$ cat config.mk
export PLATFORM = sky130hd
export DESIGN_NAME = bidirectional_rungler_sequencer
export DESIGN_NICKNAME = d
export VERILOG_FILES = /design/src/brs_pkg.sv /design/src/brs_ctrl.sv /design/src/brs_datapath.sv /design/src/bidirectional_rungler_sequencer.sv
export SDC_FILE = /design/constraint.sdc
export NUM_CORES = 1
export LEC_CHECK = 0
export ABC_AREA = 1
export BUFFER_PORTS_ARGS = -buffer_cell sky130_fd_sc_hd__buf_2
export CORE_MARGIN = 1
export CORE_UTILIZATION = 59
export DETAILED_ROUTE_END_ITERATION = 8
export PLACE_DENSITY = 0.8
export SLEW_MARGIN = 15
export SYNTH_ARGS = -nofsm -noshare
export SYNTH_HDL_FRONTEND = slang
export SYNTH_SLANG_ARGS = --single-unit
$ cat constraint.sdc
create_clock -name clk_i -period 10 [get_ports clk_i]
set_input_delay 0.5 -clock clk_i [delete_from_list [all_inputs] [get_ports clk_i]]
set_output_delay 0.5 -clock clk_i [all_outputs]
set_load 0.005 [all_outputs]
$ cat src/brs_pkg.sv
// ----------------------------------------------------------------------------
// brs_pkg
// Shared types and constants of the bidirectional rungler sequencer.
// ----------------------------------------------------------------------------
`default_nettype none

package brs_pkg;

  // Ring geometry
  localparam int unsigned CELL_COUNT = 6;

  // Switch codes; the fourth code behaves as the middle position
  localparam logic [1:0] SW_DOWN   = 2'd0;
  localparam logic [1:0] SW_MIDDLE = 2'd1;
  localparam logic [1:0] SW_UP     = 2'd2;

  // Bits of the jack mask register
  localparam int unsigned MASK_AUDIO_A = 0;
  localparam int unsigned MASK_AUDIO_B = 1;
  localparam int unsigned MASK_CV_A    = 2;
  localparam int unsigned MASK_CV_B    = 3;
  localparam int unsigned MASK_W       = 4;

  // Random generator
  localparam logic [31:0] LCG_MUL   = 32'd1664525;
  localparam logic [31:0] LCG_INC   = 32'd1013904223;
  localparam logic [31:0] SEED_INIT = 32'd1;

  // Threshold limits
  localparam logic [11:0] THR_LOW  = 12'd15;
  localparam logic [11:0] THR_HIGH = 12'(4095 - 15);
  localparam logic [11:0] THR_FULL = 12'd4095;

  localparam logic [1:0] CELL_SET   = 2'h3;
  localparam logic [1:0] CELL_CLEAR = 2'h0;
  localparam int         MIDSCALE   = 2048;

  typedef enum logic [2:0] {
    ST_IDLE,
    ST_FWD,
    ST_BACK,
    ST_GAIN,
    ST_LVA,
    ST_LVB,
    ST_DONE
  } brs_state_e;

  typedef enum logic [1:0] {
    MUL_OFFSET,
    MUL_GAIN,
    MUL_LEVEL_A,
    MUL_LEVEL_B
  } mul_sel_e;

  typedef struct packed {
    logic     load_in;
    logic     fwd_step;
    logic     back_step;
    logic     off_load;
    logic     gain_load;
    mul_sel_e mul_sel;
    logic     prod_load;
    logic     lva_load;
    logic     out_load;
  } dp_cmd_t;

  typedef struct packed {
    logic out_busy;
  } dp_status_t;

endpackage

`default_nettype wire

$ cat src/brs_ctrl.sv
// ----------------------------------------------------------------------------
// brs_ctrl
// Sequencer for one transaction: ring steps, hold resampling, level products.
// ----------------------------------------------------------------------------
`default_nettype none

module brs_ctrl (
  input  wire logic                clk_i,
  input  wire logic                rst_ni,
  input  wire logic                in_valid_i,
  output logic                     in_ready_o,
  input  wire brs_pkg::dp_status_t status_i,
  output brs_pkg::dp_cmd_t         cmd_o
);

  brs_pkg::brs_state_e state_q, state_d;

  always_ff @(posedge clk_i or negedge rst_ni) begin
    if (!rst_ni) begin
      state_q <= brs_pkg::ST_IDLE;
    end else begin
      state_q <= state_d;
    end
  end

  always_comb begin
    state_d = state_q;
    unique case (state_q)
      brs_pkg::ST_IDLE: begin
        if (in_valid_i) begin
          state_d = brs_pkg::ST_FWD;
        end
      end
      brs_pkg::ST_FWD:  state_d = brs_pkg::ST_BACK;
      brs_pkg::ST_BACK: state_d = brs_pkg::ST_GAIN;
      brs_pkg::ST_GAIN: state_d = brs_pkg::ST_LVA;
      brs_pkg::ST_LVA:  state_d = brs_pkg::ST_LVB;
      brs_pkg::ST_LVB:  state_d = brs_pkg::ST_DONE;
      brs_pkg::ST_DONE: begin
        if (!status_i.out_busy) begin
          state_d = brs_pkg::ST_IDLE;
        end
      end
      default: state_d = brs_pkg::ST_IDLE;
    endcase
  end

  always_comb begin
    in_ready_o      = 1'b0;
    cmd_o           = '0;
    cmd_o.mul_sel   = brs_pkg::MUL_OFFSET;
    unique case (state_q)
      brs_pkg::ST_IDLE: begin
        in_ready_o    = 1'b1;
        cmd_o.load_in = in_valid_i;
      end
      brs_pkg::ST_FWD: begin
        cmd_o.fwd_step  = 1'b1;
        cmd_o.mul_sel   = brs_pkg::MUL_OFFSET;
        cmd_o.prod_load = 1'b1;
      end
      brs_pkg::ST_BACK: begin
        // offset product is ready; start the gain product
        cmd_o.back_step = 1'b1;
        cmd_o.off_load  = 1'b1;
        cmd_o.mul_sel   = brs_pkg::MUL_GAIN;
        cmd_o.prod_load = 1'b1;
      end
      brs_pkg::ST_GAIN: begin
        cmd_o.gain_load = 1'b1;
      end
      brs_pkg::ST_LVA: begin
        cmd_o.mul_sel   = brs_pkg::MUL_LEVEL_A;
        cmd_o.prod_load = 1'b1;
      end
      brs_pkg::ST_LVB: begin
        cmd_o.lva_load  = 1'b1;
        cmd_o.mul_sel   = brs_pkg::MUL_LEVEL_B;
        cmd_o.prod_load = 1'b1;
      end
      brs_pkg::ST_DONE: begin
        cmd_o.out_load = !status_i.out_busy;
      end
      default: begin
        in_ready_o = 1'b0;
      end
    endcase
  end

  a_accept_starts: assert property (@(posedge clk_i) disable iff (!rst_ni)
    (in_valid_i && in_ready_o) |=> (state_q == brs_pkg::ST_FWD))
    else $error("accepted transaction did not start the forward step");

  a_no_overwrite: assert property (@(posedge clk_i) disable iff (!rst_ni)
    cmd_o.out_load |-> !status_i.out_busy)
    else $error("result loaded over a pending result");

  a_hold_on_stall: assert property (@(posedge clk_i) disable iff (!rst_ni)
    (state_q == brs_pkg::ST_DONE && status_i.out_busy) |=> (state_q == brs_pkg::ST_DONE))
    else $error("left the done state while the output was stalled");

  a_level_order: assert property (@(posedge clk_i) disable iff (!rst_ni)
    (state_q == brs_pkg::ST_LVB) |=> (state_q == brs_pkg::ST_DONE))
    else $error("level b product not followed by result stage");

endmodule

`default_nettype wire

$ cat src/brs_datapath.sv
// ----------------------------------------------------------------------------
// brs_datapath
// Ring, random generator, held offset/gain, shared multiplier, output register.
// ----------------------------------------------------------------------------
`default_nettype none

module brs_datapath #(
  parameter int unsigned CellCount = brs_pkg::CELL_COUNT
) (
  input  wire logic                           clk_i,
  input  wire logic                           rst_ni,
  input  wire logic                           cfg_we_i,
  input  wire logic [brs_pkg::MASK_W-1:0]     cfg_wdata_i,
  input  wire logic                           fwd_edge_i,
  input  wire logic                           back_edge_i,
  input  wire logic [1:0]                     switch_pos_i,
  input  wire logic [11:0]                    main_knob_i,
  input  wire logic signed [11:0]             audio_in_a_i,
  input  wire logic signed [11:0]             audio_in_b_i,
  input  wire logic [11:0]                    knob_offset_i,
  input  wire logic [11:0]                    knob_gain_i,
  input  wire logic signed [11:0]             cv_in_a_i,
  input  wire logic signed [11:0]             cv_in_b_i,
  input  wire brs_pkg::dp_cmd_t               cmd_i,
  output brs_pkg::dp_status_t                 status_o,
  output logic                                out_valid_o,
  input  wire logic                           out_ready_i,
  output logic signed [11:0]                  voice_out_a_o,
  output logic signed [11:0]                  voice_out_b_o,
  output logic signed [11:0]                  level_a_o,
  output logic signed [11:0]                  level_b_o,
  output logic                                gate_a_o,
  output logic                                gate_b_o
);

  function automatic logic signed [11:0] clip12(input logic signed [14:0] v);
    logic signed [11:0] r;
    if (v < -15'sd2048) begin
      r = 12'sh800;
    end else if (v > 15'sd2047) begin
      r = 12'sh7FF;
    end else begin
      r = v[11:0];
    end
    return r;
  endfunction

  // Configuration
  logic [brs_pkg::MASK_W-1:0] mask_q;

  always_ff @(posedge clk_i or negedge rst_ni) begin
    if (!rst_ni) begin
      mask_q <= '0;
    end else if (cfg_we_i) begin
      mask_q <= cfg_wdata_i;
    end
  end

  // Captured transaction
  logic               fwd_q, back_q;
  logic [1:0]         sw_q;
  logic [11:0]        knob_q, koff_q, kgain_q;
  logic signed [11:0] aud_a_q, aud_b_q, cv_a_q, cv_b_q;

  always_ff @(posedge clk_i) begin
    if (cmd_i.load_in) begin
      fwd_q   <= fwd_edge_i;
      back_q  <= back_edge_i;
      sw_q    <= switch_pos_i;
      knob_q  <= main_knob_i;
      aud_a_q <= audio_in_a_i;
      aud_b_q <= audio_in_b_i;
      koff_q  <= knob_offset_i;
      kgain_q <= knob_gain_i;
      cv_a_q  <= cv_in_a_i;
      cv_b_q  <= cv_in_b_i;
    end
  end

  // Threshold
  logic [11:0] thr_raw, thr;
  logic        stable;

  always_comb begin
    if (mask_q[brs_pkg::MASK_AUDIO_B]) begin
      // clip below zero, then double
      thr_raw = aud_b_q[11] ? 12'd0 : {aud_b_q[10:0], 1'b0};
    end else begin
      thr_raw = knob_q;
    end
    stable = (thr_raw < brs_pkg::THR_LOW);
    if (stable) begin
      thr = '0;
    end else if (thr_raw > brs_pkg::THR_HIGH) begin
      thr = brs_pkg::THR_FULL;
    end else begin
      thr = thr_raw;
    end
  end

  // Random or external data
  logic [31:0] seed_q, seed_d, seed_next;
  logic [11:0] data, bdata;
  logic        use_ext, toggle_mode, random_mode;

  assign seed_next   = seed_q * brs_pkg::LCG_MUL + brs_pkg::LCG_INC;
  assign use_ext     = mask_q[brs_pkg::MASK_AUDIO_A];
  assign data        = use_ext ? {~aud_a_q[11], aud_a_q[10:0]} : seed_next[31:20];
  assign bdata       = (data == 12'd0) ? 12'd1 :
                       (data == 12'hFFF) ? 12'hFFE : data;
  assign toggle_mode = (sw_q == brs_pkg::SW_UP) || stable;
  assign random_mode = (sw_q != brs_pkg::SW_DOWN) && !toggle_mode;

  // Ring
  logic [1:0] cells_q [CellCount];
  logic [1:0] cells_d [CellCount];
  logic [1:0] new_fwd, new_back, last_cell, first_cell;
  logic       fwd_go, back_go;

  assign last_cell  = cells_q[CellCount-1];
  assign first_cell = cells_q[0];
  assign fwd_go     = cmd_i.fwd_step && fwd_q;
  assign back_go    = cmd_i.back_step && back_q;

  always_comb begin
    if (sw_q == brs_pkg::SW_DOWN) begin
      new_fwd = brs_pkg::CELL_SET;
    end else if (toggle_mode) begin
      new_fwd = ~last_cell;
    end else if (data > thr) begin
      new_fwd = ~data[1:0];
    end else begin
      new_fwd = last_cell;
    end

    if (sw_q == brs_pkg::SW_DOWN) begin
      new_back = brs_pkg::CELL_CLEAR;
    end else if (toggle_mode) begin
      new_back = ~first_cell;
    end else if (bdata > thr) begin
      new_back = ~bdata[1:0];
    end else begin
      new_back = first_cell;
    end
  end

  always_comb begin
    cells_d = cells_q;
    if (fwd_go) begin
      for (int i = 1; i < CellCount; i++) begin
        cells_d[i] = cells_q[i-1];
      end
      cells_d[0] = new_fwd;
    end else if (back_go) begin
      for (int i = 0; i < CellCount - 1; i++) begin
        cells_d[i] = cells_q[i+1];
      end
      cells_d[CellCount-1] = new_back;
    end
  end

  // advance the generator only when its draw is consumed
  assign seed_d = ((fwd_go || back_go) && random_mode && !use_ext) ? seed_next : seed_q;

  always_ff @(posedge clk_i or negedge rst_ni) begin
    if (!rst_ni) begin
      for (int i = 0; i < CellCount; i++) begin
        cells_q[i] <= '0;
      end
      seed_q <= brs_pkg::SEED_INIT;
    end else begin
      cells_q <= cells_d;
      seed_q  <= seed_d;
    end
  end

  // Shared multiplier
  logic [5:0]         raw_a, raw_b;
  logic [12:0]        off_q, gain_q;
  logic signed [12:0] mul_a;
  logic signed [13:0] mul_b;
  logic signed [26:0] prod_d, prod_q;

  assign raw_a = {cells_q[2], cells_q[1], cells_q[0]};
  assign raw_b = {cells_q[CellCount-1], cells_q[CellCount-2], cells_q[CellCount-3]};

  always_comb begin
    unique case (cmd_i.mul_sel)
      brs_pkg::MUL_OFFSET: begin
        mul_a = {cv_a_q[11], cv_a_q};
        mul_b = $signed({2'b00, koff_q}) - 14'sd2048;
      end
      brs_pkg::MUL_GAIN: begin
        mul_a = {cv_b_q[11], cv_b_q};
        mul_b = $signed({2'b00, kgain_q});
      end
      brs_pkg::MUL_LEVEL_A: begin
        mul_a = $signed({7'b0, raw_a});
        mul_b = $signed({1'b0, gain_q});
      end
      brs_pkg::MUL_LEVEL_B: begin
        mul_a = $signed({7'b0, raw_b});
        mul_b = $signed({1'b0, gain_q});
      end
      default: begin
        mul_a = '0;
        mul_b = '0;
      end
    endcase
  end

  assign prod_d = mul_a * mul_b;

  always_ff @(posedge clk_i) begin
    if (cmd_i.prod_load) begin
      prod_q <= prod_d;
    end
  end

  // Hold resampling
  logic signed [14:0] prod_sh, off_sum;
  logic [12:0]        off_new, gain_new;
  logic [11:0]        gain_clip;
  logic               any_edge;

  assign prod_sh  = $signed(prod_q[26:12]);
  assign off_sum  = prod_sh + 15'sd2048;
  assign off_new  = off_sum[12:0];
  assign any_edge = fwd_q || back_q;

  always_comb begin
    if (prod_sh < 15'sd0) begin
      gain_clip = '0;
    end else if (prod_sh > 15'sd2048) begin
      gain_clip = 12'd2048;
    end else begin
      gain_clip = prod_sh[11:0];
    end
    gain_new = {gain_clip, 1'b0};
  end

  always_ff @(posedge clk_i or negedge rst_ni) begin
    if (!rst_ni) begin
      off_q  <= '0;
      gain_q <= '0;
    end else begin
      if (cmd_i.off_load && any_edge) begin
        off_q <= mask_q[brs_pkg::MASK_CV_A] ? off_new : {1'b0, koff_q};
      end
      if (cmd_i.gain_load && any_edge) begin
        gain_q <= mask_q[brs_pkg::MASK_CV_B] ? gain_new : {1'b0, kgain_q};
      end
    end
  end

  // Level: raw is the 6-bit word shifted up by 6, so (raw * gain) >> 12 = product >> 6
  logic signed [14:0] lvl_x, lvl_neg;
  logic signed [11:0] lva_q, vca_q;

  assign lvl_x   = $signed({3'b000, prod_q[17:6]}) + $signed({2'b00, off_q})
                   - 15'sd2048;
  assign lvl_neg = -lvl_x;

  always_ff @(posedge clk_i) begin
    if (cmd_i.lva_load) begin
      lva_q <= clip12(lvl_x);
      vca_q <= clip12(lvl_neg);
    end
  end

  // Output register
  logic out_valid_q;

  always_ff @(posedge clk_i or negedge rst_ni) begin
    if (!rst_ni) begin
      out_valid_q <= 1'b0;
    end else if (cmd_i.out_load) begin
      out_valid_q <= 1'b1;
    end else if (out_ready_i) begin
      out_valid_q <= 1'b0;
    end
  end

  always_ff @(posedge clk_i) begin
    if (cmd_i.out_load) begin
      level_a_o     <= lva_q;
      voice_out_a_o <= vca_q;
      level_b_o     <= clip12(lvl_x);
      voice_out_b_o <= clip12(lvl_neg);
      gate_a_o      <= cells_q[CellCount-4][0];
      gate_b_o      <= cells_q[CellCount-1][0];
    end
  end

  assign out_valid_o       = out_valid_q;
  assign status_o.out_busy = out_valid_q && !out_ready_i;

endmodule

`default_nettype wire

$ cat src/bidirectional_rungler_sequencer.sv
// ----------------------------------------------------------------------------
// bidirectional_rungler_sequencer
// Bidirectional looping shift-register sequencer with a random source.
// ----------------------------------------------------------------------------
// Usage:
//   One input transaction per audio sample on in_valid_i/in_ready_o carries
//   the clock edges, switch, knobs, audio and CV samples. Each transaction
//   gives exactly one result on out_valid_o/out_ready_i: two inverted levels,
//   two uninverted levels and two gates.
//   The result is loaded into the output register after the forward step,
//   back step, gain, level A and level B states. A new transaction is taken
//   only once the last result is loaded; the ring steps, hold updates and
//   level products share one 13x14 multiplier and run one at a time.
//   The output register frees the datapath: while a result waits, the next
//   transaction is still accepted and processed, and only its final load
//   waits until the receiver takes the pending result.
//   cfg_we_i writes the jack mask at once; write it only while idle.
//   Reset clears the ring, holds and mask, sets the seed to one, and drops
//   any pending result. No clearing pass is needed.
// ----------------------------------------------------------------------------
`default_nettype none

module bidirectional_rungler_sequencer #(
  parameter int unsigned CellCount = brs_pkg::CELL_COUNT
) (
  input  wire logic                       clk_i,
  input  wire logic                       rst_ni,
  input  wire logic                       cfg_we_i,
  input  wire logic [brs_pkg::MASK_W-1:0] cfg_wdata_i,
  input  wire logic                       in_valid_i,
  output logic                            in_ready_o,
  input  wire logic                       fwd_edge_i,
  input  wire logic                       back_edge_i,
  input  wire logic [1:0]                 switch_pos_i,
  input  wire logic [11:0]                main_knob_i,
  input  wire logic signed [11:0]         audio_in_a_i,
  input  wire logic signed [11:0]         audio_in_b_i,
  input  wire logic [11:0]                knob_offset_i,
  input  wire logic [11:0]                knob_gain_i,
  input  wire logic signed [11:0]         cv_in_a_i,
  input  wire logic signed [11:0]         cv_in_b_i,
  output logic                            out_valid_o,
  input  wire logic                       out_ready_i,
  output logic signed [11:0]              voice_out_a_o,
  output logic signed [11:0]              voice_out_b_o,
  output logic signed [11:0]              level_a_o,
  output logic signed [11:0]              level_b_o,
  output logic                            gate_a_o,
  output logic                            gate_b_o
);

  brs_pkg::dp_cmd_t    cmd;
  brs_pkg::dp_status_t status;

  brs_ctrl u_ctrl (
    .clk_i      (clk_i),
    .rst_ni     (rst_ni),
    .in_valid_i (in_valid_i),
    .in_ready_o (in_ready_o),
    .status_i   (status),
    .cmd_o      (cmd)
  );

  brs_datapath #(
    .CellCount (CellCount)
  ) u_datapath (
    .clk_i         (clk_i),
    .rst_ni        (rst_ni),
    .cfg_we_i      (cfg_we_i),
    .cfg_wdata_i   (cfg_wdata_i),
    .fwd_edge_i    (fwd_edge_i),
    .back_edge_i   (back_edge_i),
    .switch_pos_i  (switch_pos_i),
    .main_knob_i   (main_knob_i),
    .audio_in_a_i  (audio_in_a_i),
    .audio_in_b_i  (audio_in_b_i),
    .knob_offset_i (knob_offset_i),
    .knob_gain_i   (knob_gain_i),
    .cv_in_a_i     (cv_in_a_i),
    .cv_in_b_i     (cv_in_b_i),
    .cmd_i         (cmd),
    .status_o      (status),
    .out_valid_o   (out_valid_o),
    .out_ready_i   (out_ready_i),
    .voice_out_a_o (voice_out_a_o),
    .voice_out_b_o (voice_out_b_o),
    .level_a_o     (level_a_o),
    .level_b_o     (level_b_o),
    .gate_a_o      (gate_a_o),
    .gate_b_o      (gate_b_o)
  );

endmodule

`default_nettype wire
# After elaboration in Yosys (flattened, before gate mapping)
# Index checks and enable logic that the tools add are counted.
dict set report totals {
  register_bits 267
  output_inout_bits 52
  word_cells 129
}
dict set report op_classes {
  n_addsub 6
  n_mul 2
  magnitude_cmp 10
  eq_ne 13
  mux 38
  bitwise_logic 5
  reduce_logical 24
}
# operator n
set op_table {}
lappend op_table {{$mux W12} 15}
lappend op_table {{$pmux W13 S4} 1}
lappend op_table {{$pmux W14 S3} 1}
lappend op_table {{$add A32 B30 Y32 const B} 1}
lappend op_table {{$mul A32 B21 Y32 const B} 1}
lappend op_table {{$gt A15 B12 Y1 const B} 2}
lappend op_table {{$lt A15 B12 Y1 const B} 2}
lappend op_table {{$mul A13 B14 Y27} 1}
lappend op_table {{$mux W13} 2}
lappend op_table {{$gt A12 B12 Y1} 2}
lappend op_table {{$pmux W3 S7} 1}
lappend op_table {{$gt A15 B13 Y1 const B} 1}
lappend op_table {{$lt A15 B1 Y1 const B} 1}
lappend op_table {{$neg A15 Y15} 1}
lappend op_table {{$sub A15 B13 Y15 const B} 1}
lappend op_table {{$add A12 B13 Y14} 1}
lappend op_table {{$mux W2} 7}
lappend op_table {{$add A13 B13 Y13 const B} 1}
lappend op_table {{$sub A12 B12 Y13 const B} 1}
lappend op_table {{$eq A12 B12 Y1 const B} 1}
lappend op_table {{$gt A12 B12 Y1 const B} 1}
lappend op_table {{$logic_not A12 Y1} 1}
lappend op_table {{$lt A12 B4 Y1 const B} 1}
lappend op_table {{$pmux W3 S4} 1}
lappend op_table {{other kinds (18)} 50}

# Longest topological paths before layout
# Gate-level depths: netlist (run 1).
dict set report depth {
  word_depth 12
  mapped_depth 42
}

# By module
# From an unflattened synthesis (run 1), not the netlist that was laid out.
dict set report unflattened {
  cells_unflattened 3000
  area_unflattened_um2 26549.2
}
# mod instances cells_per_inst area_each_um2 seq_area_each_um2
set by_module_without_submodules {}
lappend by_module_without_submodules {brs_datapath 1 2968 26340.3 7373.3}
lappend by_module_without_submodules {brs_ctrl 1 32 209.0 75.1}

# Worst setup path after synthesis (run 1)
# Ideal clock, no wire load.
dict set report synth_timing {
  path_kind {reg-to-reg}
  startpoint {register u_ctrl.state_q[0]}
  endpoint {register u_datapath.aud_a_q[0] (enable)}
  setup_time_ns 0.642
  t_arrival_ns 6.516
  t_required_ns 9.358
  setup_slack_ns 2.842
  path_stages_with_launch 4
  path_buffers 0
  period_less_slack_ns 7.158
  cell_sequence {dfrtp_1 -> nor2_1 -> inv_1 -> nor3_1}
}
# element line_no
set synth_lines {}
lappend synth_lines {{start: declaration} brs_ctrl.sv:16} ;# brs_pkg::brs_state_e state_q, state_d;
lappend synth_lines {{start signal: assignment} brs_ctrl.sv:20} ;# state_q <= brs_pkg::ST_IDLE;
lappend synth_lines {{start signal: assignment} brs_ctrl.sv:22} ;# state_q <= state_d;
lappend synth_lines {{end signal: assignment} brs_datapath.sv:71} ;# aud_a_q <= audio_in_a_i;
lappend synth_lines {{end: declaration} brs_datapath.sv:63} ;# logic signed [11:0] aud_a_q, aud_b_q, cv_a_q, cv_b_q;

# Final worst setup path (run 1)
dict set report layout_timing {
  startpoint {register u_ctrl.state_q[2]}
  endpoint {register u_datapath.prod_q[23], data pin}
}
dict set report layout_via {
  elab_chain_cells 6
  word_cells_on_any_way 13
  cone_classes {mul (1); eq/ne (7); mux (3); reduce/logical (2)}
}
# element line_no
set layout_rtl {}
lappend layout_rtl {{$eq A3 B3 Y1 (tied with other cells)} brs_ctrl.sv:52} ;# unique case (state_q)
lappend layout_rtl {{$pmux W3 S4 *} brs_ctrl.sv:52}
lappend layout_rtl {{$eq A2 B2 Y1} brs_datapath.sv:188} ;# unique case (cmd_i.mul_sel)
lappend layout_rtl {{$reduce_or A2 Y1 (no line)} --}
lappend layout_rtl {{$pmux W14 S3} brs_datapath.sv:188}
lappend layout_rtl {{$mul A13 B14 Y27 *} brs_datapath.sv:212} ;# assign prod_d = mul_a * mul_b;
lappend layout_rtl {{via u_datapath.prod_d[23]} brs_datapath.sv:182} ;# logic signed [26:0] prod_d, prod_q;
lappend layout_rtl {{end signal: assignment} brs_datapath.sv:216} ;# prod_q <= prod_d;
lappend layout_rtl {{end: declaration} brs_datapath.sv:182}
# The timed path passes the listed nets; every way through them passes the cells marked *.
# A chain may end at the register's enable or synchronous reset.

==> summary.md, run 1 <==
| Metric | Value |
|---|---|
| Crit path launch type | `register` |
| Measured slew at the worst slew-check pin | `1147 ps` |
| Status | `finished clean` |
| FILL cells | `between 3000 and 4000` |
| Synthesized Nets | `between 3000 and 4000` |
| GPL Wtd Cong | `~1.0` |
| Ys async rst share | `0.2989` |
| Die height | `roughly 210 microns` |
| CORE AREA | `43460 sq um` |
| Synth Flop Type | `edfxtp_1` |
| # setup viols final | `0` |
| Hold Vio Cnt, Final | `0` |
| DRC | `0` |
| Commonest non-fill, non-tap cell in the layout | `inv_1` |
| Synth area leaders | `fa_1 (24%), edfxtp_1 (21%), ha_1 (13%)` |
| Register area share after synthesis | `0.2839` |
| Clock Skews | `11.59 ps` |
| # IOs | `roughly 150` |
| CP endpoint kind | `register` |
| Area after DPL | `about 28000 sq um` |
| RSZ-0062 raised after global routing | `false` |
| Clk slew on worst S/H paths | `70 ps` |
| Routed length per placed instance | `about 18 microns` |
| Area leader, netlist | `fa_1` |
| Max Buffers Root-to-Sink | `3` |
| CTS Buf Count | `28` |
| CP bufs+invs | `7` |
| CTS tree | `built` |
| Root buf cell | `clkbuf_16` |
| Layout cells sized above 1 | `0.09964` |
| HP Class | `input port to register` |
| Vias in the first global route | `20540` |
| Overall routing resource usage | `0.3064` |
| Yosys top cell area share | `0.2389` |
| Clock sink count | `261` |
| Area grow syn2layout | `9.072%` |
| Starting Density | `0.6036` |
| Syn avg cell area | `9.102 sq um` |
| WP data required | `10320 ps` |
| Drt pass-1 iters | `6` |
| Vias per Instance | `5.420` |
| Die Area | `approximately 45000 sq um` |
| Yosys warnings | `0` |
| Slowest cell on the critical path | `a22oi_1` |
| CP peak stage delay | `920 ps` |
| Most frequent cells in the layout | `inv_1 (676), nand2_1 (513), fa_1 (313), ha_1 (265), nor2_1 (215)` |
| Die width | `roughly 210 microns` |
| Pin count of the biggest net entering global routing | `67` |
| Mapped cell area | `26230 sq um` |
| Buffers added on ports | `148` |
| Period utilization | `0.8813` |
| FP Rows | `76` |
| Global-route wire length before repair | `106600 microns` |
| Initial DRC Count | `1427` |
| Post-DP HPWL | `between 50000 and 60000 microns` |
| Final Max Slew Viols | `0` |
| Setup total negative slack | `0 ps` |
| Finished Cell Area | `28610 sq um` |
| Post-synthesis cell count | `~2900` |
| H-tree Lvls | `1` |
| Post-Route WL | `66110 microns` |
| Post_cts resized | `0` |
| Top delay family on crit path | `adder cells` |
| Unique masters post-synth | `58` |
| F_max | `around 110 MHz` |
| Initial antenna violation count | `2` |
| Clk_lat worst skew | `580 ps` |
| Register bit total from synthesis | `261` |
| Worst slew margin | `0.2280` |
| Crit path kind | `register to register` |
| Congestion Overflow GR | `0` |
| Post-synth EDFFs | `approximately 180` |
| Min Tclk post-route | `8813 ps` |
| Max-cap viol count | `0` |
| Nets | `roughly 3700` |
| Critical path arrival | `9140 ps` |
| DR vias | `19770` |
| Post-route ant nets | `0` |
| Worst-path fanout max | `19` |
==> per-layer routing <==
| layer | global-route usage | part of all wire | vias to the layer above | routed length, microns |
|---|---|---|---|---|
| li1 | - | - | 9293 | - |
| met1 | 0.4360 | 0.44 | 9609 | 29100 |
| met2 | 0.4994 | 0.47 | 755 | 30770 |
| met3 | 0.03927 | 0.072 | 108 | 4737 |
| met4 | 0.07517 | 0.023 | 0 | 1511 |
| met5 | 0 | 0 | - | 0 |
==> kinds of logic (layout without fill, tap and decap cells) <==
| logic type | count (synthesis) | count (layout) | synth area share |
|---|---|---|---|
| buffers and inverters | 742 | 921 | 0.1076 |
| xor gates and xnor gates | 73 | 73 | 0.02566 |
| DFF | 261 | 261 | 0.2839 |
| other | 0 | 1 | 0 |
| AOI/OAI and AO/OA | 299 | 299 | 0.06678 |
| and+or+nand+nor | 929 | 929 | 0.1508 |
| adders and majority gates | 578 | 578 | 0.3653 |
==> worst reg2reg max path, delay by kind of cell (launching register included) <==
kind	cells	cell delay, ps
buffers and inverters	7	1270
xor gates and xnor gates	1	60
DFF	1	490
AOI/OAI and AO/OA	5	1720
adders and majority gates	7	3450
and+or+nand+nor	9	1560
==> state kept, by name (all words and copies together), names as in the netlist, 13 cells and up <==
register	count
u_datapath.prod_q	21
u_datapath.seed_q	32
u_datapath.off_q	13
u_datapath.gain_q	13
==> timing repair <==
action	4_1_cts	5_1_grt
setup buffers	0	0
hold endpoints to repair	19	0
hold buffers	1	0
==> final cells by class <==
class | count | area [sq um] | share of cell area
Tap cell | 585 | 732.0 | 0.02558
Clock buffer | 29 | 704.4 | 0.02462
Sequential cell | 261 | 7448 | 0.2603
Timing Repair Buffer | 165 | 873.3 | 0.03052
Antenna cell | 1 | 2.502 | 0.00008746
Inverter | 704 | 2643 | 0.09236
Clock inverter | 23 | 221.5 | 0.007740
Multi-Input combinational cell | 1879 | 15990 | 0.5588
==> metrics by stage <==
step / utilization / worst slack, ps / instances / hold WS [ps]
floorplan: - / 2842 / 2882 / 204.4
global placement: 0.6364 / 1652 / 3592 / 399.1
detailed placement: 0.6364 / 1380 / 3592 / 400.0
CTS: 0.6580 / 1374 / 3645 / 70.85
global route: 0.6583 / 585.2 / 3646 / 77.73
finish: 0.6584 / 1187 / 3647 / 88.61
==> synthesized netlist by cell type (all sizes together) (5+ instances only) <==
cell    instances
a22oi           7
edfxtp        183
o21bai          6
nand2         528
and2            5
a21oi         126
o22ai          11
xnor2          28
o211ai         11
nor4           10
nor2          228
or2             8
nand4          25
o21ai          98
xor2           45
fa            313
a31oi          17
a21o            5
clkbuf         26
buf            12
ha            265
inv           701
nand3b          5
o221ai          8
nand3          96
nor3           21
dfrtp          77
==> path summary, 6_finish.rpt <==
path	start	end	slack, ps	cells after the start
max in group asynchronous	rst_ni	u_datapath.off_q[11]	8470	3
setup / recovery	u_ctrl.state_q[2]	u_datapath.prod_q[23]	1190	29
min in group asynchronous	rst_ni	u_datapath.seed_q[29]	340	2
setup reg to reg	u_ctrl.state_q[2]	u_datapath.prod_q[23]	1190	29
hold / removal	audio_in_a_i[0]	u_datapath.aud_a_q[0]	90	1
hold reg to reg	u_datapath.vca_q[1]	u_datapath.voice_out_a_o[1]	420	0
Power of run 1 is left out: the tool's default activity adds up to more than one toggle a clock period on the data nets, which glitch-free logic cannot reach.
==> run 2: changes to the inputs <==
--- a/config.mk
+++ b/config.mk
@@ -11,6 +11,7 @@
 export CORE_UTILIZATION = 59
 export DETAILED_ROUTE_END_ITERATION = 8
 export PLACE_DENSITY = 0.8
+export REMOVE_ABC_BUFFERS = 1
 export SLEW_MARGIN = 15
 export SYNTH_ARGS = -nofsm -noshare
 export SYNTH_HDL_FRONTEND = slang
==> run 2 against run 1 <==
Non-clock buffer count shrank 3; via count rose by 0.24%; sequential share of layout area is 0.11 points lower; final area rose by 0.41%; wire length is 0.58% higher; core utilization increased by 0.27 points; critical path type unchanged; cell count down 0.11%; register-to-register slack improved by 800 ps; critical path depth is the same; first-iteration DRC count up 4.2%; highest routed layer is now met5.
==> summary.md, run 2 (synthesized netlist as in run 1, its figures left out) <==
| Metric | Value |
|---|---|
| Reg with most FFs | `u_datapath.seed_q` |
| Min Tclk post-route | `8014 ps (-798.2 ps)` |
| Hold_sp | `knob_gain_i[4]` |
| DR vias | `19810 (+0.24%)` |
| CTS Buf Count | `28 (unchanged)` |
| Critical path arrival | `8350 ps (-790 ps)` |
| Initial antenna violation count | `1 (-1)` |
| Multi-input gate area | `15990 sq um (unchanged)` |
| R2R Setup Slk | `1990 ps (+800 ps)` |
| Nets | `3711 (-0.081%)` |
| Layout cells sized above 1 | `0.09941 (-0.0002293)` |
| F_max | `124.8 MHz (+10%)` |
| CP peak stage delay | `720 ps (-200 ps)` |
| Clock sink count | `261 (unchanged)` |
| Post-place setup slack | `2110 ps (+729.3 ps)` |
| Crit path kind | `register to register` |
| Pin count of the biggest net entering global routing | `67 (unchanged)` |
| FILL cells | `3547 (+0.42%)` |
| # IOs | `149 (unchanged)` |
| RR Endpoint | `u_datapath.prod_q[23]` |
| Die width | `212.9 microns (unchanged)` |
| Worst hold margin | `89.72 ps (+1.106 ps)` |
| Critical R2R Launch | `u_ctrl.state_q[2]` |
| Post-route ant nets | `0 (unchanged)` |
| Post-DP HPWL | `55380 microns (+0.13%)` |
| # setup viols final | `0 (unchanged)` |
| Overall routing resource usage | `0.3108 (+0.004397)` |
| Min-Delay Endpoint | `u_datapath.kgain_q[4]` |
| Initial DRC Count | `1487 (+4.2%)` |
| Largest register FFs | `32 (unchanged)` |
| Crit path launch type | `register` |
| Worst setup margin | `1986 ps (+798.2 ps)` |
| Most frequent cells in the layout | `inv_1 (676), nand2_1 (513), fa_1 (313), ha_1 (265), nor2_1 (215)` |
| H-tree Lvls | `1 (unchanged)` |
| CP endpoint kind | `register` |
| Post-Route WL | `66500 microns (+0.58%)` |
| Measured slew at the worst slew-check pin | `1074 ps (-73.92 ps)` |
| Final antenna diode count | `0 (-1)` |
| Congestion Overflow GR | `0 (unchanged)` |
| Max Buffers Root-to-Sink | `3 (unchanged)` |
| Met2 usage | `0.5045 (+0.005167)` |
| Period utilization | `0.8014 (-0.07982)` |
| Largest regs | `u_datapath.seed_q (32), u_datapath.prod_q (21)` |
| HP Class | `input port to register` |
| Setup total negative slack | `0 ps (unchanged)` |
| Vias per Instance | `5.439 (+0.35%)` |
| Worst-path fanout max | `17 (-2)` |
| Final Max Slew Viols | `0 (unchanged)` |
| Commonest non-fill, non-tap cell in the layout | `inv_1` |
| Hold Vio Cnt, Final | `0 (unchanged)` |
| Drt pass-1 iters | `6 (unchanged)` |
| Worst slew margin | `0.2843 (+0.05633)` |
| RSZ-0062 raised after global routing | `false` |
| Routed length per placed instance | `18.25 microns (+0.69%)` |
| Die Area | `45310 sq um (unchanged)` |
| Vias in the first global route | `20930 (+1.9%)` |
| Reg2reg path depth | `29 (unchanged)` |
| Buffers added on ports | `148 (unchanged)` |
| GPL Wtd Cong | `1.033 (+2.9%)` |
| Starting Density | `0.6036 (unchanged)` |
| Sequential cell area | `7448 sq um (unchanged)` |
| Status | `finished clean` |
| Global-route wire length before repair | `108700 microns (+1.9%)` |
| Busiest grt layer | `met2` |
| Clock Skews | `36.69 ps (+25.09 ps)` |
| DRC | `0 (unchanged)` |
| Root buf cell | `clkbuf_16` |
| CTS tree | `built` |
| Hold Path Depth | `1 (unchanged)` |
| FP Rows | `76 (unchanged)` |
| WP data required | `10330 ps (about the same)` |
| Clk_lat worst skew | `580 ps (about the same)` |
| GR Layer Usage met3 | `0.04457 (+0.005295)` |
| CORE AREA | `43460 sq um (unchanged)` |
| Grt met1 use | `0.4355 (-0.0004999)` |
| Die height | `212.9 microns (unchanged)` |
| Max-cap viol count | `0 (unchanged)` |
| Slowest cell on the critical path | `a22oi_1` |
| Clk slew on worst S/H paths | `70 ps (about the same)` |
| Area grow syn2layout | `9.516%` |
==> run 2: worst max-delay path by stage <==
stage	startpoint	to
after floorplan	u_ctrl.state_q[1]	u_datapath.prod_q[23]
after global placement	u_ctrl.state_q[2]	u_datapath.prod_q[23]
after detailed placement	u_ctrl.state_q[2]	u_datapath.prod_q[23]
after CTS	u_ctrl.state_q[2]	u_datapath.prod_q[23]
after global routing	u_datapath.seed_q[1]	u_datapath.last_cell[1]
final	u_ctrl.state_q[2]	u_datapath.prod_q[23]
==> run 2: metal layers <==
metal / wire [microns] / share of wire
met1: 28670 / 0.43
met2: 30820 / 0.46
met3: 5147 / 0.077
met4: 1847 / 0.028
met5: 16 / 0.00024
==> run 2: timing repair <==
item,in CTS,in global routing
hold buffers,1,0
buffers inserted,0,0
resized for setup,0,0
hold endpoints to repair,18,0
==> run 2: final cells by class <==
| class | instances | area share |
|---|---|---|
| tap | 585 | 0.02548 |
| clock inverter | 20 | 0.01189 |
| clock buffer | 32 | 0.02526 |
| sequential | 261 | 0.2593 |
| timing repair buffer | 162 | 0.02962 |
| inverter | 704 | 0.09199 |
| multi-input combinational | 1879 | 0.5565 |
==> run 2: worst max-delay path: cells and delay by family, from the launching register on <==
family	cells	cell delay, ps
AO/OA/AOI/OAI	5	1540
buffers and inverters	7	880
XOR/XNOR	1	60
AND/OR/NAND/NOR	9	1440
flip-flops	1	500
adder cells (fa/ha/maj)	7	3320
==> run 2: per-stage QoR <==
step / instances / cell area (sq um) / utilization
4_1_cts: 3643 / 28720 / 0.6609
3_3_place_gp: 3590 / 27640 / 0.6361
2_1_floorplan: 2844 / 26050 / -
6_report: 3643 / 28730 / 0.6611
3_5_place_dp: 3590 / 27640 / 0.6361
5_1_grt: 3643 / 28730 / 0.6611
Power of run 2 is left out for the same reason.
